**src/sthb_pkg.sv**
```systemverilog
// Shared types, constants and control store for the tare/hold/BMI scale block.
`default_nettype none
package sthb_pkg;

    localparam int unsigned HEIGHT_W = 12;
    localparam int unsigned RAW_W    = 19;
    localparam int unsigned NET_W    = 18;
    localparam int unsigned BMI_W    = 16;
    localparam int unsigned TIME_W   = 32;
    localparam int unsigned MS_W     = 16;
    localparam int unsigned PROD_W   = 35;
    localparam int unsigned HSQ_W    = 24;
    localparam int unsigned STEP_W   = 3;
    localparam int unsigned CNT_W    = 5;
    localparam int unsigned IN_W     = 72;
    localparam int unsigned OUT_W    = 72;

    localparam logic [16:0]     BMI_SCALE     = 17'd100000;
    localparam logic [MS_W-1:0] TARE_MS_RESET = 16'd1000;
    localparam logic [CNT_W-1:0] DIV_STEPS    = 5'd16;

    // datapath operation selected by the control word
    typedef enum logic [2:0] {
        OP_NOP,
        OP_LOAD,
        OP_NET,
        OP_MUL,
        OP_PREP,
        OP_DIV,
        OP_COMMIT
    } op_t;

    // jump condition: jump to target when true, else fall through
    typedef enum logic [2:0] {
        C_NONE,
        C_NO_INPUT,
        C_DIV_SKIP,
        C_DIV_MORE,
        C_OUT_BUSY,
        C_ALWAYS
    } cond_t;

    typedef struct packed {
        op_t               op;
        cond_t             cond;
        logic [STEP_W-1:0] target;
    } ctrl_t;

    typedef struct packed {
        logic in_valid;
        logic div_skip;
        logic div_last;
        logic out_free;
    } flags_t;

    localparam logic [STEP_W-1:0] ST_LOAD   = 3'd0;
    localparam logic [STEP_W-1:0] ST_NET    = 3'd1;
    localparam logic [STEP_W-1:0] ST_MUL    = 3'd2;
    localparam logic [STEP_W-1:0] ST_PREP   = 3'd3;
    localparam logic [STEP_W-1:0] ST_DIV    = 3'd4;
    localparam logic [STEP_W-1:0] ST_COMMIT = 3'd5;
    localparam logic [STEP_W-1:0] ST_RET    = 3'd6;

    function automatic ctrl_t rom_word(input logic [STEP_W-1:0] step);
        ctrl_t w;
        begin
            case (step)
                ST_LOAD:   w = '{op: OP_LOAD,   cond: C_NO_INPUT, target: ST_LOAD};
                ST_NET:    w = '{op: OP_NET,    cond: C_NONE,     target: ST_LOAD};
                ST_MUL:    w = '{op: OP_MUL,    cond: C_NONE,     target: ST_LOAD};
                ST_PREP:   w = '{op: OP_PREP,   cond: C_DIV_SKIP, target: ST_COMMIT};
                ST_DIV:    w = '{op: OP_DIV,    cond: C_DIV_MORE, target: ST_DIV};
                ST_COMMIT: w = '{op: OP_COMMIT, cond: C_OUT_BUSY, target: ST_COMMIT};
                ST_RET:    w = '{op: OP_NOP,    cond: C_ALWAYS,   target: ST_LOAD};
                default:   w = '{op: OP_NOP,    cond: C_ALWAYS,   target: ST_LOAD};
            endcase
            return w;
        end
    endfunction

endpackage
`default_nettype wire

```
**src/sthb_seq.sv**
```systemverilog
// Microcode sequencer: step counter, control store lookup and jump logic.
`default_nettype none
module sthb_seq
    import sthb_pkg::*;
(
    input  wire logic   clk,
    input  wire logic   rst_n,
    input  wire flags_t flags,
    output ctrl_t       ctrl
);

    logic [STEP_W-1:0] step_reg;
    logic [STEP_W-1:0] step_next;
    logic              take_jump;

    assign ctrl = rom_word(step_reg);

    always_comb
    begin
        case (ctrl.cond)
            C_NONE:     take_jump = 1'b0;
            C_NO_INPUT: take_jump = !flags.in_valid;
            C_DIV_SKIP: take_jump = flags.div_skip;
            C_DIV_MORE: take_jump = !flags.div_last;
            C_OUT_BUSY: take_jump = !flags.out_free;
            C_ALWAYS:   take_jump = 1'b1;
            default:    take_jump = 1'b1;
        endcase
        step_next = take_jump ? ctrl.target : step_reg + 1'b1;
    end

    always_ff @(posedge clk or negedge rst_n)
    begin
        if (!rst_n)
        begin
            step_reg <= ST_LOAD;
        end
        else
        begin
            step_reg <= step_next;
        end
    end

endmodule
`default_nettype wire

```
**src/scale_tare_hold_bmi.sv**
```systemverilog
// Top level: tare, hold and BMI weighing indicator with a microcoded datapath.
`default_nettype none
// One input word is one sample tick; one output word comes back per tick. The block works on
// one word at a time: it takes the next word only after the current one is committed. A
// restoring divider forms net weight*100000/height^2 in 16 iterations, skipped when the
// height is zero or the BMI saturates. A finished word waits in the output register while
// the next input is taken; if the previous word is still waiting there at the commit step,
// the block stalls until it is taken. The tare display time (tare_ms_reg) resets to 1000;
// the user must write it through cfg_we/cfg_wdata only while the block is idle, which the block does not enforce.
module scale_tare_hold_bmi
    import sthb_pkg::*;
(
    input  wire logic             clk,
    input  wire logic             rst_n,
    input  wire logic             s_axis_tvalid,
    output logic                  s_axis_tready,
    // height_mm[11:0], weight_g[30:12], hold_pin[31], reset_pin[32], tare_pin[33],
    // now_ms[65:34], zero pad[71:66]
    input  wire logic [IN_W-1:0]  s_axis_tdata,
    output logic                  m_axis_tvalid,
    input  wire logic             m_axis_tready,
    // shown_height_mm[11:0], shown_weight_g[29:12], shown_bmi_centi[45:30],
    // hold_active[46], tare_indicator[47], tare_offset_out_g[66:48], zero pad[71:67]
    output logic [OUT_W-1:0]      m_axis_tdata,
    input  wire logic             cfg_we,
    input  wire logic [MS_W-1:0]  cfg_wdata
);

    ctrl_t  ctrl;
    flags_t flags;

    // captured input word
    logic [HEIGHT_W-1:0] h_reg;
    logic [RAW_W-1:0]    raw_reg;
    logic                hold_pin_reg;
    logic                reset_pin_reg;
    logic                tare_pin_reg;
    logic [TIME_W-1:0]   now_reg;

    // model state
    logic [MS_W-1:0]     tare_ms_reg;
    logic                prev_hold_reg, prev_hold_next;
    logic                prev_reset_reg, prev_reset_next;
    logic                prev_tare_reg, prev_tare_next;
    logic [RAW_W-1:0]    offset_reg, offset_next;
    logic                tare_flag_reg, tare_flag_next;
    logic [TIME_W-1:0]   tare_start_reg, tare_start_next;
    logic                hold_flag_reg, hold_flag_next;
    logic [HEIGHT_W-1:0] held_h_reg, held_h_next;
    logic [NET_W-1:0]    held_w_reg, held_w_next;
    logic [BMI_W-1:0]    held_b_reg, held_b_next;

    // arithmetic
    logic [NET_W-1:0]    net_reg, net_next;
    logic [PROD_W-1:0]   prod_reg, prod_next;
    logic [HSQ_W-1:0]    hsq_reg, hsq_next;
    logic [HSQ_W-1:0]    rem_reg, rem_next;
    logic [BMI_W-1:0]    q_reg, q_next;
    logic [CNT_W-1:0]    cnt_reg, cnt_next;

    // output register
    logic                out_valid_reg, out_valid_next;
    logic [OUT_W-1:0]    out_data_reg, out_data_next;

    logic                in_fire;
    logic                commit_fire;
    logic                tare_edge;
    logic                flag_tmp;
    logic [RAW_W-1:0]    off_tmp;
    logic [TIME_W-1:0]   start_tmp;
    logic [TIME_W-1:0]   elapsed;
    logic [RAW_W:0]      diff;
    logic [HSQ_W-(PROD_W-BMI_W)-1:0] prod_hi_pad;
    logic [HSQ_W:0]      trial;
    logic                trial_ge;
    logic                ovf;
    logic                hold_edge;
    logic                reset_edge;
    logic [HEIGHT_W-1:0] sh;
    logic [NET_W-1:0]    sw;
    logic [BMI_W-1:0]    sb;

    sthb_seq u_seq (
        .clk   (clk),
        .rst_n (rst_n),
        .flags (flags),
        .ctrl  (ctrl)
    );

    assign s_axis_tready = (ctrl.op == OP_LOAD);
    assign in_fire       = s_axis_tvalid && s_axis_tready;
    assign m_axis_tvalid = out_valid_reg;
    assign m_axis_tdata  = out_data_reg;

    assign flags.in_valid = s_axis_tvalid;
    assign flags.out_free = !out_valid_reg || m_axis_tready;
    assign flags.div_last = (cnt_reg == 5'd1);
    // quotient would not fit 16 bits when prod>>16 >= height^2
    assign prod_hi_pad    = '0;
    assign ovf            = {5'd0, prod_reg[PROD_W-1:BMI_W]} >= hsq_reg;
    assign flags.div_skip = (h_reg == '0) || ovf;

    assign commit_fire = (ctrl.op == OP_COMMIT) && flags.out_free;

    // tare edge, timeout and net weight
    assign tare_edge = prev_tare_reg && !tare_pin_reg;
    assign off_tmp   = tare_edge ? raw_reg : offset_reg;
    assign flag_tmp  = tare_edge || tare_flag_reg;
    assign start_tmp = tare_edge ? now_reg : tare_start_reg;
    assign elapsed   = now_reg - start_tmp;
    assign diff      = {raw_reg[RAW_W-1], raw_reg} - {off_tmp[RAW_W-1], off_tmp};

    // one restoring division step
    assign trial    = {rem_reg, q_reg[BMI_W-1]};
    assign trial_ge = trial >= {1'b0, hsq_reg};

    assign hold_edge  = prev_hold_reg && !hold_pin_reg && !hold_flag_reg;
    assign reset_edge = prev_reset_reg && !reset_pin_reg;

    always_comb
    begin
        offset_next     = offset_reg;
        tare_flag_next  = tare_flag_reg;
        tare_start_next = tare_start_reg;
        net_next        = net_reg;
        prod_next       = prod_reg;
        hsq_next        = hsq_reg;
        rem_next        = rem_reg;
        q_next          = q_reg;
        cnt_next        = cnt_reg;
        case (ctrl.op)
            OP_NET:
            begin
                offset_next     = off_tmp;
                tare_start_next = start_tmp;
                tare_flag_next  = flag_tmp && (elapsed < {16'd0, tare_ms_reg});
                if (diff[RAW_W])
                    net_next = '0;
                else if (diff[RAW_W-1])
                    net_next = '1;
                else
                    net_next = diff[NET_W-1:0];
            end
            OP_MUL:
            begin
                prod_next = {17'd0, net_reg} * {18'd0, BMI_SCALE};
                hsq_next  = {12'd0, h_reg} * {12'd0, h_reg};
            end
            OP_PREP:
            begin
                cnt_next = DIV_STEPS;
                rem_next = {prod_hi_pad, prod_reg[PROD_W-1:BMI_W]};
                if (h_reg == '0)
                    q_next = '0;
                else if (ovf)
                    q_next = '1;
                else
                    q_next = prod_reg[BMI_W-1:0];
            end
            OP_DIV:
            begin
                rem_next = trial_ge ? HSQ_W'(trial - {1'b0, hsq_reg}) : trial[HSQ_W-1:0];
                q_next   = {q_reg[BMI_W-2:0], trial_ge};
                cnt_next = cnt_reg - 1'b1;
            end
            default:
            begin
            end
        endcase
    end

    // hold latch, reset clear, button levels and the result word
    always_comb
    begin
        prev_hold_next  = prev_hold_reg;
        prev_reset_next = prev_reset_reg;
        prev_tare_next  = prev_tare_reg;
        hold_flag_next  = hold_flag_reg;
        held_h_next     = held_h_reg;
        held_w_next     = held_w_reg;
        held_b_next     = held_b_reg;
        if (commit_fire)
        begin
            prev_hold_next  = hold_pin_reg;
            prev_reset_next = reset_pin_reg;
            prev_tare_next  = tare_pin_reg;
            if (reset_edge)
            begin
                hold_flag_next = 1'b0;
                held_h_next    = '0;
                held_w_next    = '0;
                held_b_next    = '0;
            end
            else if (hold_edge)
            begin
                hold_flag_next = 1'b1;
                held_h_next    = h_reg;
                held_w_next    = net_reg;
                held_b_next    = q_reg;
            end
        end

        if (hold_flag_next)
        begin
            sh = held_h_next;
            sw = held_w_next;
            sb = held_b_next;
        end
        else
        begin
            sh = h_reg;
            sw = net_reg;
            sb = q_reg;
        end

        out_valid_next = out_valid_reg;
        out_data_next  = out_data_reg;
        if (commit_fire)
        begin
            out_valid_next = 1'b1;
            out_data_next  = {5'd0, offset_reg, tare_flag_reg, hold_flag_next, sb, sw, sh};
        end
        else if (m_axis_tready)
        begin
            out_valid_next = 1'b0;
        end
    end

    // captured word and working registers
    always_ff @(posedge clk)
    begin
        if (in_fire)
        begin
            h_reg         <= s_axis_tdata[11:0];
            raw_reg       <= s_axis_tdata[30:12];
            hold_pin_reg  <= s_axis_tdata[31];
            reset_pin_reg <= s_axis_tdata[32];
            tare_pin_reg  <= s_axis_tdata[33];
            now_reg       <= s_axis_tdata[65:34];
        end
        net_reg      <= net_next;
        prod_reg     <= prod_next;
        hsq_reg      <= hsq_next;
        rem_reg      <= rem_next;
        q_reg        <= q_next;
        out_data_reg <= out_data_next;
    end

    always_ff @(posedge clk or negedge rst_n)
    begin
        if (!rst_n)
        begin
            tare_ms_reg    <= TARE_MS_RESET;
            prev_hold_reg  <= 1'b1;
            prev_reset_reg <= 1'b1;
            prev_tare_reg  <= 1'b1;
            offset_reg     <= '0;
            tare_flag_reg  <= 1'b0;
            tare_start_reg <= '0;
            hold_flag_reg  <= 1'b0;
            held_h_reg     <= '0;
            held_w_reg     <= '0;
            held_b_reg     <= '0;
            cnt_reg        <= '0;
            out_valid_reg  <= 1'b0;
        end
        else
        begin
            if (cfg_we)
                tare_ms_reg <= cfg_wdata;
            prev_hold_reg  <= prev_hold_next;
            prev_reset_reg <= prev_reset_next;
            prev_tare_reg  <= prev_tare_next;
            offset_reg     <= offset_next;
            tare_flag_reg  <= tare_flag_next;
            tare_start_reg <= tare_start_next;
            hold_flag_reg  <= hold_flag_next;
            held_h_reg     <= held_h_next;
            held_w_reg     <= held_w_next;
            held_b_reg     <= held_b_next;
            cnt_reg        <= cnt_next;
            out_valid_reg  <= out_valid_next;
        end
    end

    a_hold_from_commit: assert property (@(posedge clk) disable iff (!rst_n)
        $rose(hold_flag_reg) |-> $past(commit_fire))
        else $error("hold set outside a commit");

    a_out_drains: assert property (@(posedge clk) disable iff (!rst_n)
        (m_axis_tvalid && m_axis_tready && !commit_fire) |=> !m_axis_tvalid)
        else $error("taken word not cleared");

    a_div_count: assert property (@(posedge clk) disable iff (!rst_n)
        (ctrl.op == OP_DIV) |-> (cnt_reg != '0))
        else $error("divider step with no count left");

endmodule
`default_nettype wire

```
**config.mk**
```make
export PLATFORM = sky130hd
export DESIGN_NAME = scale_tare_hold_bmi
export DESIGN_NICKNAME = d
export VERILOG_FILES = /design/src/sthb_pkg.sv /design/src/sthb_seq.sv /design/src/scale_tare_hold_bmi.sv
export SDC_FILE = /design/constraint.sdc
export NUM_CORES = 1
export LEC_CHECK = 0
export ABC_CLOCK_PERIOD_IN_PS = 13900
export CAP_MARGIN = 20
export CORE_MARGIN = 3
export CORE_UTILIZATION = 58
export DETAILED_ROUTE_END_ITERATION = 10
export DONT_BUFFER_PORTS = 1
export GPL_ROUTABILITY_DRIVEN = 0
export MAX_ROUTING_LAYER = met4
export PLACE_DENSITY = 0.85
export SETUP_SLACK_MARGIN = 0.05
export SLEW_MARGIN = 40
export SYNTH_ARGS = -nofsm -noshare
export SYNTH_HDL_FRONTEND = slang
export SYNTH_HIERARCHICAL = 1
export SYNTH_SLANG_ARGS = --single-unit
```
**constraint.sdc**
```tcl
create_clock -name clk -period 13.9 [get_ports clk]
set_input_delay 2.78 -clock clk [delete_from_list [all_inputs] [get_ports clk]]
set_output_delay 2.78 -clock clk [all_outputs]
set_load 0.005 [all_outputs]
```
# Yosys cells after proc, flatten, opt, wreduce, memory -nomap -nowiden
# Index checks and enable logic that the tools add are counted.
# Widths: inputs -> output; s select.
dict set report word_totals {
  regBits 372
}
dict set report classes {
  reduce_logical 23
  addsub 5
  magnitude_cmp 3
  eq_ne 16
  mul 2
  n_mux 29
}
# op n
set op_table {}
lappend op_table {{$mux 16} 6}
lappend op_table {{$mux 18} 5}
lappend op_table {{$pmux 9 s6} 1}
lappend op_table {{$mux 12} 4}
lappend op_table {{$pmux 24 s2} 1}
lappend op_table {{$lt 32x16->1} 1}
lappend op_table {{$mux 32} 1}
lappend op_table {{$pmux 16 s2} 1}
lappend op_table {{$sub 32x32->32} 1}
lappend op_table {{$mul 18x12->30 const B} 1}
lappend op_table {{$ge 25x24->1} 1}
lappend op_table {{$ge 19x24->1} 1}
lappend op_table {{$mul 12x12->24} 1}
lappend op_table {{$mux 24} 1}
lappend op_table {{$sub 24x24->24} 1}
lappend op_table {{$sub 19x19->20} 1}
lappend op_table {{$mux 19} 1}
lappend op_table {{$eq 3x2->1 const B} 6}
lappend op_table {{$eq 3x3->1 const B} 6}
lappend op_table {{$logic_not 12->1} 1}
lappend op_table {{$pmux 5 s2} 1}
lappend op_table {{$eq 3x1->1 const B} 3}
lappend op_table {{$logic_not 1->1} 8}
lappend op_table {{$logic_and 1x1->1} 7}
lappend op_table {{9 further kinds} 17}

# Longest topological paths before layout
dict set report logic_depth {
  depth_word 7
  ltp_mapped 27
}

# Cells and area by module
# The synthesis kept the hierarchy.
# mod area_each_um2 seq_area_each_um2 n_inst cells_per_inst
set by_module_without_submodules {}
lappend by_module_without_submodules {scale_tare_hold_bmi 26326.5 10441.3 1 2447}
lappend by_module_without_submodules {sthb_seq 392.9 75.1 1 47}

# Worst setup path after synthesis
# OpenSTA, ideal clock, no wires.
dict set report synth_timing {
  path_kind {reg2reg}
  start {register h_reg[3]}
  end {register hsq_reg[23], data pin}
  slack_ns 8.275
  required_ns 13.642
  stages_incl_launch_ff 23
  setup_ns 0.258
  period_less_slack_ns 5.625
  n_path_buf 1
  arrival_time_ns 5.367
  path_cell_list {edfxtp_1 -> clkbuf_1 -> nand2_1 -> inv_1 -> fa_1 -> fa_1 -> inv_1 -> fa_1 -> inv_1 -> fa_1 -> inv_1 -> fa_1 -> inv_1 -> ha_1 -> nor4_1 -> o21ai_1 -> a41oi_2 -> o211ai_1 -> a31oi_1 -> nor2b_1 -> o21a_1 -> o41a_1 -> xnor2_1}
}
dict set report synth_via {
  elab_chain_cells 1
}
# item line
set synth_lines {}
lappend synth_lines {{start: declaration} scale_tare_hold_bmi.sv:33} ;# logic [HEIGHT_W-1:0] h_reg;
lappend synth_lines {{start signal: assignment} scale_tare_hold_bmi.sv:234} ;# h_reg <= s_axis_tdata[11:0];
lappend synth_lines {{$mul 12x12->24} scale_tare_hold_bmi.sv:147} ;# hsq_next = {12'd0, h_reg} * {12'd0, h_reg};
lappend synth_lines {{end signal: assignment} scale_tare_hold_bmi.sv:243} ;# hsq_reg <= hsq_next;
lappend synth_lines {{end: declaration} scale_tare_hold_bmi.sv:56} ;# logic [HSQ_W-1:0] hsq_reg, hsq_next;
# No other way between the ends.
# A chain may end at the register's enable or synchronous reset.

# Worst setup path after layout
dict set report layout_timing {
  start {register h_reg[6]}
  end {register hsq_reg[23], data pin}
}
# The elaborated chain is that of the path after synthesis.

==> qor.yml <==
fmax_mhz: 161
pin_count: 167
tightest_slew_ns: 0.754
clk_latency_ns: 0.56
vias_per_cell: 5.98
fin_crit_ns: 6.22
rows: 77
cp_slowest_cell: "edfxtp_1"
wl_per_cell_um: 19.3
min_from: "tare_flag_reg$_DFFE_PN0N_"
cts.clk_slew.worst_paths_ns: 0.06
critPathMaxStageDelay_ns: 0.83
antenna_found_initial: 8
grt_max_degree: 128
post-route-period-util: 0.447
setup_viol: 0
critPathMaxFanout: 15
grt_pass1_vias: 19500
drcViolationCount: 0
cts-htree-levels: 2
path_class: "reg -> reg"
io_buffer_count: 0
path_delay_family: "adder cells"
hold_depth: 0
required_ns: 14.21
final_max_slew_viol_count: 0
nNetsFinal: 2985
cts-hold-fix-buffers: 0
cp-end-kind: "register"
vias: 18600
core_area_um2: 44800
grt_pass1_wl_um: 97600
syn_area_um2: 26700
crit_chain: "nand2_1, inv_1, fa_1, fa_1, inv_1, fa_1, inv_1, fa_1, inv_1, fa_1, inv_1, ha_1, nor4_1, o21ai_1, a41oi_2, o211ai_1, a31oi_1, nor2b_1, o21a_1, o41a_1, xnor2_1"
netlist_instances: 2491
cts_tree: "done"
cts-buffers-inserted: 41
drive_above_1_share: 0.0942
hp-class: "reg -> reg"
syn-mean-instance-area_um2: 10.7
cp.depth: 21
cts_resized: 0
r2r-start: "h_reg[6]$_DFFE_PP_"
grt-ovfl-total: 0
die_area_um2: 48600
critPathLaunch: "h_reg[6]$_DFFE_PP_"
area_delta_synth_final_pct: 6.94
track_usage: 0.259
first_iter_violations: 1332
die_y_um: 221
fin_setup_tns_ns: 0
drtAntennaViolNets: 0
initial_core_util: 0.596
cts_sinks: 371
die_w_um: 221
path_buf_inv: 5
hpwl_um: 43400
largest_reg_flops: 67
max-cap-violations: 0
cts_setup_buffers: 0
final_hold_viol_count: 0
fillers: 3236
dr.pass1.iters: 5
cp.arrival_ns: 6.52
routed_wl_um: 59900
cp-start-kind: "register"
skew_ns: 0.0147
yosysWarnings: 6
max_slew_margin: 0.496
root_buffer: "clkbuf_16"
status: "complete, no violations"
cts_max_path_buffers: 3
grt_setup_unrepaired: "no"
reg2regPathDepth: 21
## layout make-up
type / count / area (um^2) / share of cell area
clock inverters: 21 / 194 / 0.00679
clock buffers: 53 / 1100 / 0.0386
diodes: 9 / 22.5 / 0.000789
multi-input cells: 1720 / 14600 / 0.513
inverters: 324 / 1220 / 0.0426
repair buffers: 15 / 129 / 0.00451
flip-flops and latches: 371 / 10500 / 0.368
well taps: 592 / 741 / 0.0259
## per-stage QoR
step / hold WS, ns / setup WS [ns] / cells / utilization / instance area [um^2]
after floorplan: 0.425 / 8.28 / 2495 / - / 26700
after global placement: 0.439 / 7.81 / 3021 / 0.607 / 27200
after detailed placement: 0.448 / 7.72 / 3022 / 0.608 / 27200
after CTS: 0.463 / 7.69 / 3096 / 0.637 / 28500
after global routing: 0.470 / 7.37 / 3104 / 0.637 / 28600
final: 0.462 / 7.68 / 3105 / 0.637 / 28600
## path summary, 6_finish.rpt
| kind | end | slack [ns] |
|---|---|---|
| max | hsq_reg[23]$_DFFE_PN_ | 7.68 |
| min | m_axis_tdata[47]$_DFFE_PP_ | 0.46 |
| max reg2reg | hsq_reg[23]$_DFFE_PN_ | 7.68 |
| min reg2reg | m_axis_tdata[47]$_DFFE_PP_ | 0.46 |
| max in group asynchronous | tare_ms_reg[9]$_DFFE_PN1P_ | 11.63 |
| min in group asynchronous | held_b_reg[13]$_DFF_PN0_ | 1.92 |
## metal layers
layer | track usage | up-vias | part of all wire | routed length, um
met1 | 0.301 | 9132 | 0.39 | 23400
met4 | 0.0992 | 0 | 0.038 | 2280
met2 | 0.445 | 682 | 0.50 | 30100
met3 | 0.0515 | 160 | 0.067 | 4040
li1 | - | 8584 | - | -
met5 | - | - | 0 | 0
## cell usage in the layout (no fill, tap or decap), types with 25 or more instances in the layout
cell type	count
a21o_1	39
a21oi_1	152
and2_1	56
clkbuf_16	41
dfrtp_1	118
edfxtp_1	244
fa_1	136
ha_1	283
inv_1	322
mux2_2	97
mux2i_1	70
nand2_1	251
nor2_1	86
nor3_1	32
o21ai_0	97
o21ai_1	25
xnor2_1	71
xor2_1	29
## worst register-to-register path, delay by kind of cell (launching register included)
family | cells | cell delay [ns]
xor+xnor | 1 | 0.14
fa+ha+maj | 6 | 2.69
flops | 1 | 0.83
buf+inv | 5 | 0.30
simple gates | 3 | 0.58
compound gates | 6 | 1.43
Power is not shown: default switching activity piles up to over one toggle a cycle in this logic, so the estimate is an artifact.
